$ cat config.mk
export PLATFORM = sky130hd
export DESIGN_NAME = case_folded_string_hash_core
export DESIGN_NICKNAME = d
export VERILOG_FILES = /design/src/hdl/cfsh_pkg.sv /design/src/hdl/case_folded_string_hash_core.sv
export SDC_FILE = /design/constraint.sdc
export NUM_CORES = 1
export LEC_CHECK = 0
export BUFFER_PORTS_ARGS = -buffer_cell sky130_fd_sc_hd__buf_4
export CAP_MARGIN = 25
export CORE_ASPECT_RATIO = 1.1
export CORE_UTILIZATION = 38
export CTS_BUF_LIST = sky130_fd_sc_hd__clkbuf_8
export DETAILED_ROUTE_END_ITERATION = 10
export PLACE_DENSITY = 0.59
export SLEW_MARGIN = 15
export SYNTH_ARGS = -nofsm -noshare
export SYNTH_HDL_FRONTEND = slang
export SYNTH_SLANG_ARGS = --single-unit
export TNS_END_PERCENT = 10
$ cat constraint.sdc
create_clock -name clk -period 11.1 [get_ports clk]
set_input_delay 2.22 -clock clk [delete_from_list [all_inputs] [get_ports clk]]
set_output_delay 2.22 -clock clk [all_outputs]
set_load 0.01 [all_outputs]
$ cat src/hdl/cfsh_pkg.sv
// ============================================================================
// cfsh_pkg: shared constants and functions for the case-folded string hash
// Seed reset value, finalization constants, S-box table, absorb and finish.
// ============================================================================
package cfsh_pkg;

    localparam int unsigned HASH_W = 32;
    localparam int unsigned BYTE_W = 8;

    typedef logic [HASH_W-1:0] hash_t;
    typedef logic [BYTE_W-1:0] byte_t;

    localparam hash_t SEED_RESET = 32'h4A53_C5A7;
    localparam hash_t FIN_XOR    = 32'hDEAD_BEEF;
    localparam int unsigned ABS_SHL = 7;
    localparam int unsigned ABS_SHR = 3;
    localparam int unsigned FIN_SHL = 21;
    localparam int unsigned FIN_SHR = 12;

    localparam byte_t LOWER_A   = 8'h61;
    localparam byte_t LOWER_Z   = 8'h7A;
    localparam byte_t CASE_BIT  = 8'h20;

    // AES forward substitution table
    localparam byte_t SBOX [256] = '{
        8'h63, 8'h7c, 8'h77, 8'h7b, 8'hf2, 8'h6b, 8'h6f, 8'hc5,
        8'h30, 8'h01, 8'h67, 8'h2b, 8'hfe, 8'hd7, 8'hab, 8'h76,
        8'hca, 8'h82, 8'hc9, 8'h7d, 8'hfa, 8'h59, 8'h47, 8'hf0,
        8'had, 8'hd4, 8'ha2, 8'haf, 8'h9c, 8'ha4, 8'h72, 8'hc0,
        8'hb7, 8'hfd, 8'h93, 8'h26, 8'h36, 8'h3f, 8'hf7, 8'hcc,
        8'h34, 8'ha5, 8'he5, 8'hf1, 8'h71, 8'hd8, 8'h31, 8'h15,
        8'h04, 8'hc7, 8'h23, 8'hc3, 8'h18, 8'h96, 8'h05, 8'h9a,
        8'h07, 8'h12, 8'h80, 8'he2, 8'heb, 8'h27, 8'hb2, 8'h75,
        8'h09, 8'h83, 8'h2c, 8'h1a, 8'h1b, 8'h6e, 8'h5a, 8'ha0,
        8'h52, 8'h3b, 8'hd6, 8'hb3, 8'h29, 8'he3, 8'h2f, 8'h84,
        8'h53, 8'hd1, 8'h00, 8'hed, 8'h20, 8'hfc, 8'hb1, 8'h5b,
        8'h6a, 8'hcb, 8'hbe, 8'h39, 8'h4a, 8'h4c, 8'h58, 8'hcf,
        8'hd0, 8'hef, 8'haa, 8'hfb, 8'h43, 8'h4d, 8'h33, 8'h85,
        8'h45, 8'hf9, 8'h02, 8'h7f, 8'h50, 8'h3c, 8'h9f, 8'ha8,
        8'h51, 8'ha3, 8'h40, 8'h8f, 8'h92, 8'h9d, 8'h38, 8'hf5,
        8'hbc, 8'hb6, 8'hda, 8'h21, 8'h10, 8'hff, 8'hf3, 8'hd2,
        8'hcd, 8'h0c, 8'h13, 8'hec, 8'h5f, 8'h97, 8'h44, 8'h17,
        8'hc4, 8'ha7, 8'h7e, 8'h3d, 8'h64, 8'h5d, 8'h19, 8'h73,
        8'h60, 8'h81, 8'h4f, 8'hdc, 8'h22, 8'h2a, 8'h90, 8'h88,
        8'h46, 8'hee, 8'hb8, 8'h14, 8'hde, 8'h5e, 8'h0b, 8'hdb,
        8'he0, 8'h32, 8'h3a, 8'h0a, 8'h49, 8'h06, 8'h24, 8'h5c,
        8'hc2, 8'hd3, 8'hac, 8'h62, 8'h91, 8'h95, 8'he4, 8'h79,
        8'he7, 8'hc8, 8'h37, 8'h6d, 8'h8d, 8'hd5, 8'h4e, 8'ha9,
        8'h6c, 8'h56, 8'hf4, 8'hea, 8'h65, 8'h7a, 8'hae, 8'h08,
        8'hba, 8'h78, 8'h25, 8'h2e, 8'h1c, 8'ha6, 8'hb4, 8'hc6,
        8'he8, 8'hdd, 8'h74, 8'h1f, 8'h4b, 8'hbd, 8'h8b, 8'h8a,
        8'h70, 8'h3e, 8'hb5, 8'h66, 8'h48, 8'h03, 8'hf6, 8'h0e,
        8'h61, 8'h35, 8'h57, 8'hb9, 8'h86, 8'hc1, 8'h1d, 8'h9e,
        8'he1, 8'hf8, 8'h98, 8'h11, 8'h69, 8'hd9, 8'h8e, 8'h94,
        8'h9b, 8'h1e, 8'h87, 8'he9, 8'hce, 8'h55, 8'h28, 8'hdf,
        8'h8c, 8'ha1, 8'h89, 8'h0d, 8'hbf, 8'he6, 8'h42, 8'h68,
        8'h41, 8'h99, 8'h2d, 8'h0f, 8'hb0, 8'h54, 8'hbb, 8'h16
    };

    // Fold a-z to upper case, sign-extend, then shift-add into the hash
    function automatic hash_t absorb(input hash_t h, input byte_t b);
        byte_t f;
        hash_t c;
        f = b;
        if (b >= LOWER_A && b <= LOWER_Z)
        begin
            f = b & ~CASE_BIT;
        end
        c = {{(HASH_W-BYTE_W){f[BYTE_W-1]}}, f};
        return (h << ABS_SHL) + (h >> ABS_SHR) + c;
    endfunction

    // Final mix followed by a per-byte S-box pass
    function automatic hash_t finish(input hash_t h);
        hash_t x;
        hash_t y;
        hash_t z;
        hash_t r;
        x = h ^ FIN_XOR;
        y = ~x + (x << FIN_SHL);
        z = y ^ (y >> FIN_SHR);
        for (int i = 0; i < HASH_W / BYTE_W; i++)
        begin
            r[i*BYTE_W +: BYTE_W] = SBOX[z[i*BYTE_W +: BYTE_W]];
        end
        return r;
    endfunction

endpackage

$ cat src/hdl/case_folded_string_hash_core.sv
// ============================================================================
// case_folded_string_hash_core: streaming case-folded name hash
// Running shift-add hash per name, finalized and S-box mapped on the last word.
// ----------------------------------------------------------------------------
// Usage:
//   Input stream carries one name byte per word (tdata), tlast marks the
//   final word of a name, tuser flags a word with no character (used to
//   close an empty name). Each character word updates the running hash
//   when accepted; a tlast word closes the name and produces one output
//   word holding the 32-bit finalized hash. Other words give no output.
//   Throughput: one input word per cycle while the receiver keeps up.
//   A tlast word loads the finalize stage at its accepting edge; the output
//   register loads from the finalize stage once it is empty or being taken,
//   and the hash is then valid until the receiver takes it.
//   The shift-add update of the running hash is the only loop-carried path;
//   finalization and the S-box lookup sit in their own pipeline stage.
//   When the receiver stalls, the output word holds; one more finished
//   hash can wait in the finalize stage, after which tready drops.
//   Reset clears both stages and loads the seed register and running hash
//   with 0x4A53C5A7. A seed write takes effect after the next tlast word.
// ============================================================================
module case_folded_string_hash_core
    import cfsh_pkg::*;
(
    input  logic        clk,
    input  logic        rst_n,
    // seed register write
    input  logic        cfg_wr_en,
    input  logic [31:0] cfg_wr_data,
    // input stream
    input  logic        s_axis_tvalid,
    output logic        s_axis_tready,
    input  logic [7:0]  s_axis_tdata,   // [7:0] name_byte
    input  logic        s_axis_tlast,   // is_last
    input  logic        s_axis_tuser,   // [0] no_char
    // output stream
    output logic        m_axis_tvalid,
    input  logic        m_axis_tready,
    output logic [31:0] m_axis_tdata    // [31:0] hash_value
);

    hash_t seed_reg;
    hash_t run_hash_reg;
    hash_t run_hash_next;
    hash_t absorbed;
    logic  pend_valid_reg;
    hash_t pend_hash_reg;
    logic  out_valid_reg;
    hash_t out_hash_reg;
    logic  s_accept;
    logic  out_load;
    logic  pend_load;

    // Handshake: output register frees when taken, finalize stage drains into it
    assign out_load      = pend_valid_reg && (!out_valid_reg || m_axis_tready);
    assign s_axis_tready = !pend_valid_reg || out_load;
    assign s_accept      = s_axis_tvalid && s_axis_tready;
    assign pend_load     = s_accept && s_axis_tlast;

    // Running hash update
    always_comb
    begin
        absorbed = s_axis_tuser ? run_hash_reg : absorb(run_hash_reg, s_axis_tdata);
        run_hash_next = s_axis_tlast ? seed_reg : absorbed;
    end

    // Seed register
    always_ff @(posedge clk or negedge rst_n)
    begin
        if (!rst_n)
        begin
            seed_reg <= SEED_RESET;
        end
        else if (cfg_wr_en)
        begin
            seed_reg <= cfg_wr_data;
        end
    end

    // Running hash register
    always_ff @(posedge clk or negedge rst_n)
    begin
        if (!rst_n)
        begin
            run_hash_reg <= SEED_RESET;
        end
        else if (s_accept)
        begin
            run_hash_reg <= run_hash_next;
        end
    end

    // Finalize stage: valid flag
    always_ff @(posedge clk or negedge rst_n)
    begin
        if (!rst_n)
        begin
            pend_valid_reg <= 1'b0;
        end
        else if (pend_load)
        begin
            pend_valid_reg <= 1'b1;
        end
        else if (out_load)
        begin
            pend_valid_reg <= 1'b0;
        end
    end

    // Finalize stage: unmixed hash of the closed name
    always_ff @(posedge clk)
    begin
        if (pend_load)
        begin
            pend_hash_reg <= absorbed;
        end
    end

    // Output register: valid flag
    always_ff @(posedge clk or negedge rst_n)
    begin
        if (!rst_n)
        begin
            out_valid_reg <= 1'b0;
        end
        else if (out_load)
        begin
            out_valid_reg <= 1'b1;
        end
        else if (m_axis_tready)
        begin
            out_valid_reg <= 1'b0;
        end
    end

    // Output register: final mix and S-box
    always_ff @(posedge clk)
    begin
        if (out_load)
        begin
            out_hash_reg <= finish(pend_hash_reg);
        end
    end

    assign m_axis_tvalid = out_valid_reg;
    assign m_axis_tdata  = out_hash_reg;

    // Checks
    a_ready_only_blocked_by_pending: assert property (@(posedge clk) disable iff (!rst_n)
        !s_axis_tready |-> pend_valid_reg)
        else $error("tready low with finalize stage empty");

    a_last_fills_pending: assert property (@(posedge clk) disable iff (!rst_n)
        pend_load |=> pend_valid_reg)
        else $error("closed name lost before finalize stage");

    a_last_reloads_seed: assert property (@(posedge clk) disable iff (!rst_n)
        pend_load |=> (run_hash_reg == $past(seed_reg)))
        else $error("running hash not reseeded after last word");

    a_empty_word_holds_hash: assert property (@(posedge clk) disable iff (!rst_n)
        (s_accept && s_axis_tuser && !s_axis_tlast) |=> $stable(run_hash_reg))
        else $error("word without character changed running hash");

    a_pending_moves_out: assert property (@(posedge clk) disable iff (!rst_n)
        out_load |=> m_axis_tvalid)
        else $error("finalized hash did not reach output register");

endmodule
==> results_dict.tcl <==
set metrics [dict create \
    outcome "finished, final reports clean" \
    slew_viol_final 0 \
    wire_per_inst_um 27.3 \
    cts-root-buf "clkbuf_8" \
    end_kind "register" \
    crit_chain "buf_4 > fa_1 > ha_1 > a21o_1 > a221o_1 > a21oi_1 > o32ai_1 > nand4_1 > o211ai_1 > a221o_1 > or4b_2 > nand4_1 > a31o_2" \
    hpwl_um 63000 \
    path_buf_inv 1 \
    fp.coreArea_um2 52600 \
    cp.depth 13 \
    die_h_um 245 \
    final_util 0.413 \
    fp.dieArea_um2 54500 \
    pin_count 81 \
    cts.sinks 130 \
    slew_headroom 0.276 \
    tightest_slew_ns 1.08 \
    cap_violations 0 \
    setup_viol 0 \
    finalHoldViolations 0 \
    grt.overflow.total 0 \
    worstPathMaxFanout 26 \
    r2r-start "pend_hash_reg[0]$_DFFE_PP_" \
    first_pass_iters 8 \
    synth_fp_nets 3063 \
    grt_pass1_vias 22800 \
    fin_tns_setup_ns 0 \
    area_growth_pct 6.84 \
    async_reset_ff_frac 0.508 \
    nFillCells 5478 \
    crit_required_ns 11.58 \
    ff2ff_path_depth 18 \
    crit_type "in2reg" \
    grt_max_degree 99 \
    gp_congestion 1.04 \
    clock_skew_ns 0.0401 \
    startpoint_type "primary input" \
    slowest_delay_ns 0.63 \
    rsz0062_at_grt "no" \
    path_clk_slew_ns 0.08 \
    grt_antenna_before_repair 1 \
    netlist_area_um2 20300 \
    grtUsageTotal 0.335 \
    cts_buffer_depth 2 \
    fmax_mhz 175 \
    critPathSlowestCell "or4b_2" \
    synth_warnings 0 \
    detail-route-antenna-nets 0 \
    viasPerCell 7.20 \
    worstHoldPathType "reg2reg" \
    die_w_um 223 \
    synth_area_leaders "edfxtp_1 (9.4%), o21ai_0 (8.0%), ha_1 (6.7%)" \
    insertion_delay_ns 0.57 \
    multi_input_area_um2 15600 \
    synth-edff-count 64 \
    arrival_ns 6.18 \
    syn_avg_cell_area_um2 7.06 \
    synth_ff_type "edfxtp_1" \
    yosysMostFrequentCell "nand2_1" \
    synth_top_area_frac 0.0945 \
    ys_ff_latch 130 \
    yosysTopAreaCell "edfxtp_1" \
    cts_resized 0 \
    hold_buffers 0 \
    yosys-top-cells-count "nand2_1 (334), o21ai_0 (324), a21oi_1 (262)" \
    drt-total-wl_um 94200 \
    crit_path_end "run_hash_reg[27]$_DFFE_PN1P_" \
    r2r_end "m_axis_tdata[22]$_DFFE_PP_" \
    syn_inst 2883 \
    synth_cell_types 99 \
    fin_crit_sh 0.514 \
    rows 88 \
    reg2reg_slack_ns 5.43 \
    drcViolationCount 0 \
    drtIter0Drc 4555 \
    crit_start "s_axis_tdata[7]" \
    final_net_count 2939 \
    n_antenna_cell 0 \
    grt_pass1_wl_um 142000 \
    cts_tree "built" \
    initial_core_util 0.387 \
    synth_seq_area_share 0.178 \
    vias 24800 \
    cts_buffers 17 \
    cts_setup_buffers 0 \
    crit_family "compound AO/OA/AOI/OAI gates" \
    regArea_um2 3610 \
    period_needed_ns 5.71 \
    drive_above_1_share 0.113 \
    cts_max_level 4 \
    port_buffers 80 \
]
routing by layer:
metal	routed length (um)	vias up	track usage	part of all wire
met5	0	-	0	0
met1	36600	11600	0.439	0.39
met4	4980	0	0.169	0.053
met3	10800	397	0.0658	0.11
met2	41800	2005	0.522	0.44
li1	-	10800	-	-
worst min path at each step:
| stage | end | slack (ns) | cells after the start | start |
|---|---|---|---|---|
| finish | m_axis_tvalid$_DFFE_PN0P_ | 0.50 | 1 | pend_valid_reg$_DFFE_PN0P_ |
| global route | seed_reg[18]$_DFFE_PN0P_ | 0.53 | 1 | seed_reg[18]$_DFFE_PN0P_ |
| CTS | m_axis_tvalid$_DFFE_PN0P_ | 0.51 | 1 | pend_valid_reg$_DFFE_PN0P_ |
| detailed placement | m_axis_tvalid$_DFFE_PN0P_ | 0.49 | 1 | pend_valid_reg$_DFFE_PN0P_ |
| global placement | m_axis_tvalid$_DFFE_PN0P_ | 0.47 | 1 | pend_valid_reg$_DFFE_PN0P_ |
| floorplan | m_axis_tvalid$_DFFE_PN0P_ | 0.45 | 1 | pend_valid_reg$_DFFE_PN0P_ |
cell usage in the layout (no fill, tap or decap), types with 19 or more instances in the layout:
cell        n
o311ai_0   57
buf_4     138
ha_1      109
a221oi_1   27
dfrtp_1    34
o31ai_1    19
fa_1       24
edfxtp_1   64
a21o_1     25
nand2_1   333
mux2_2     37
nand2b_1   23
o221ai_1   22
o211ai_1   92
o21ai_0   323
xnor2_1    28
a311oi_1   52
a31oi_1    66
nor3_1    106
nand3_1   105
nor2_1    256
dfstp_2    32
inv_1      42
a211oi_1   71
a21oi_1   262
o22ai_1    39
logic make-up (layout without fill, tap and decap cells):
family | count (synthesis) | in the layout | synth area share
multiplexers | 62 | 62 | 0.0371
adder cells (fa/ha/maj) | 133 | 133 | 0.0906
flip-flops | 130 | 130 | 0.178
buffers and inverters | 333 | 222 | 0.0654
AND/OR/NAND/NOR | 954 | 954 | 0.211
XOR/XNOR | 69 | 69 | 0.0337
AO/OA/AOI/OAI | 1202 | 1202 | 0.384
area by class of cell:
cell class | instances | share of cell area
Tap cell | 675 | 0.0389
Sequential cell | 130 | 0.166
Clock inverter | 15 | 0.00748
Inverter | 50 | 0.00863
Clock buffer | 17 | 0.0108
Timing Repair Buffer | 140 | 0.0493
Multi-Input combinational cell | 2420 | 0.719
stage by stage:
step	instance area, um^2	instances	worst slack (ns)	hold WS, ns
CTS	21700	3445	5.46	0.511
finish	21700	3447	5.39	0.502
global placement	21300	3413	4.88	0.471
detailed placement	21300	3413	4.88	0.486
global route	21700	3447	5.17	0.535
floorplan	20300	2883	5.66	0.449
Power is not shown: default switching activity piles up to over one toggle a cycle in this logic, so the estimate is an artifact.
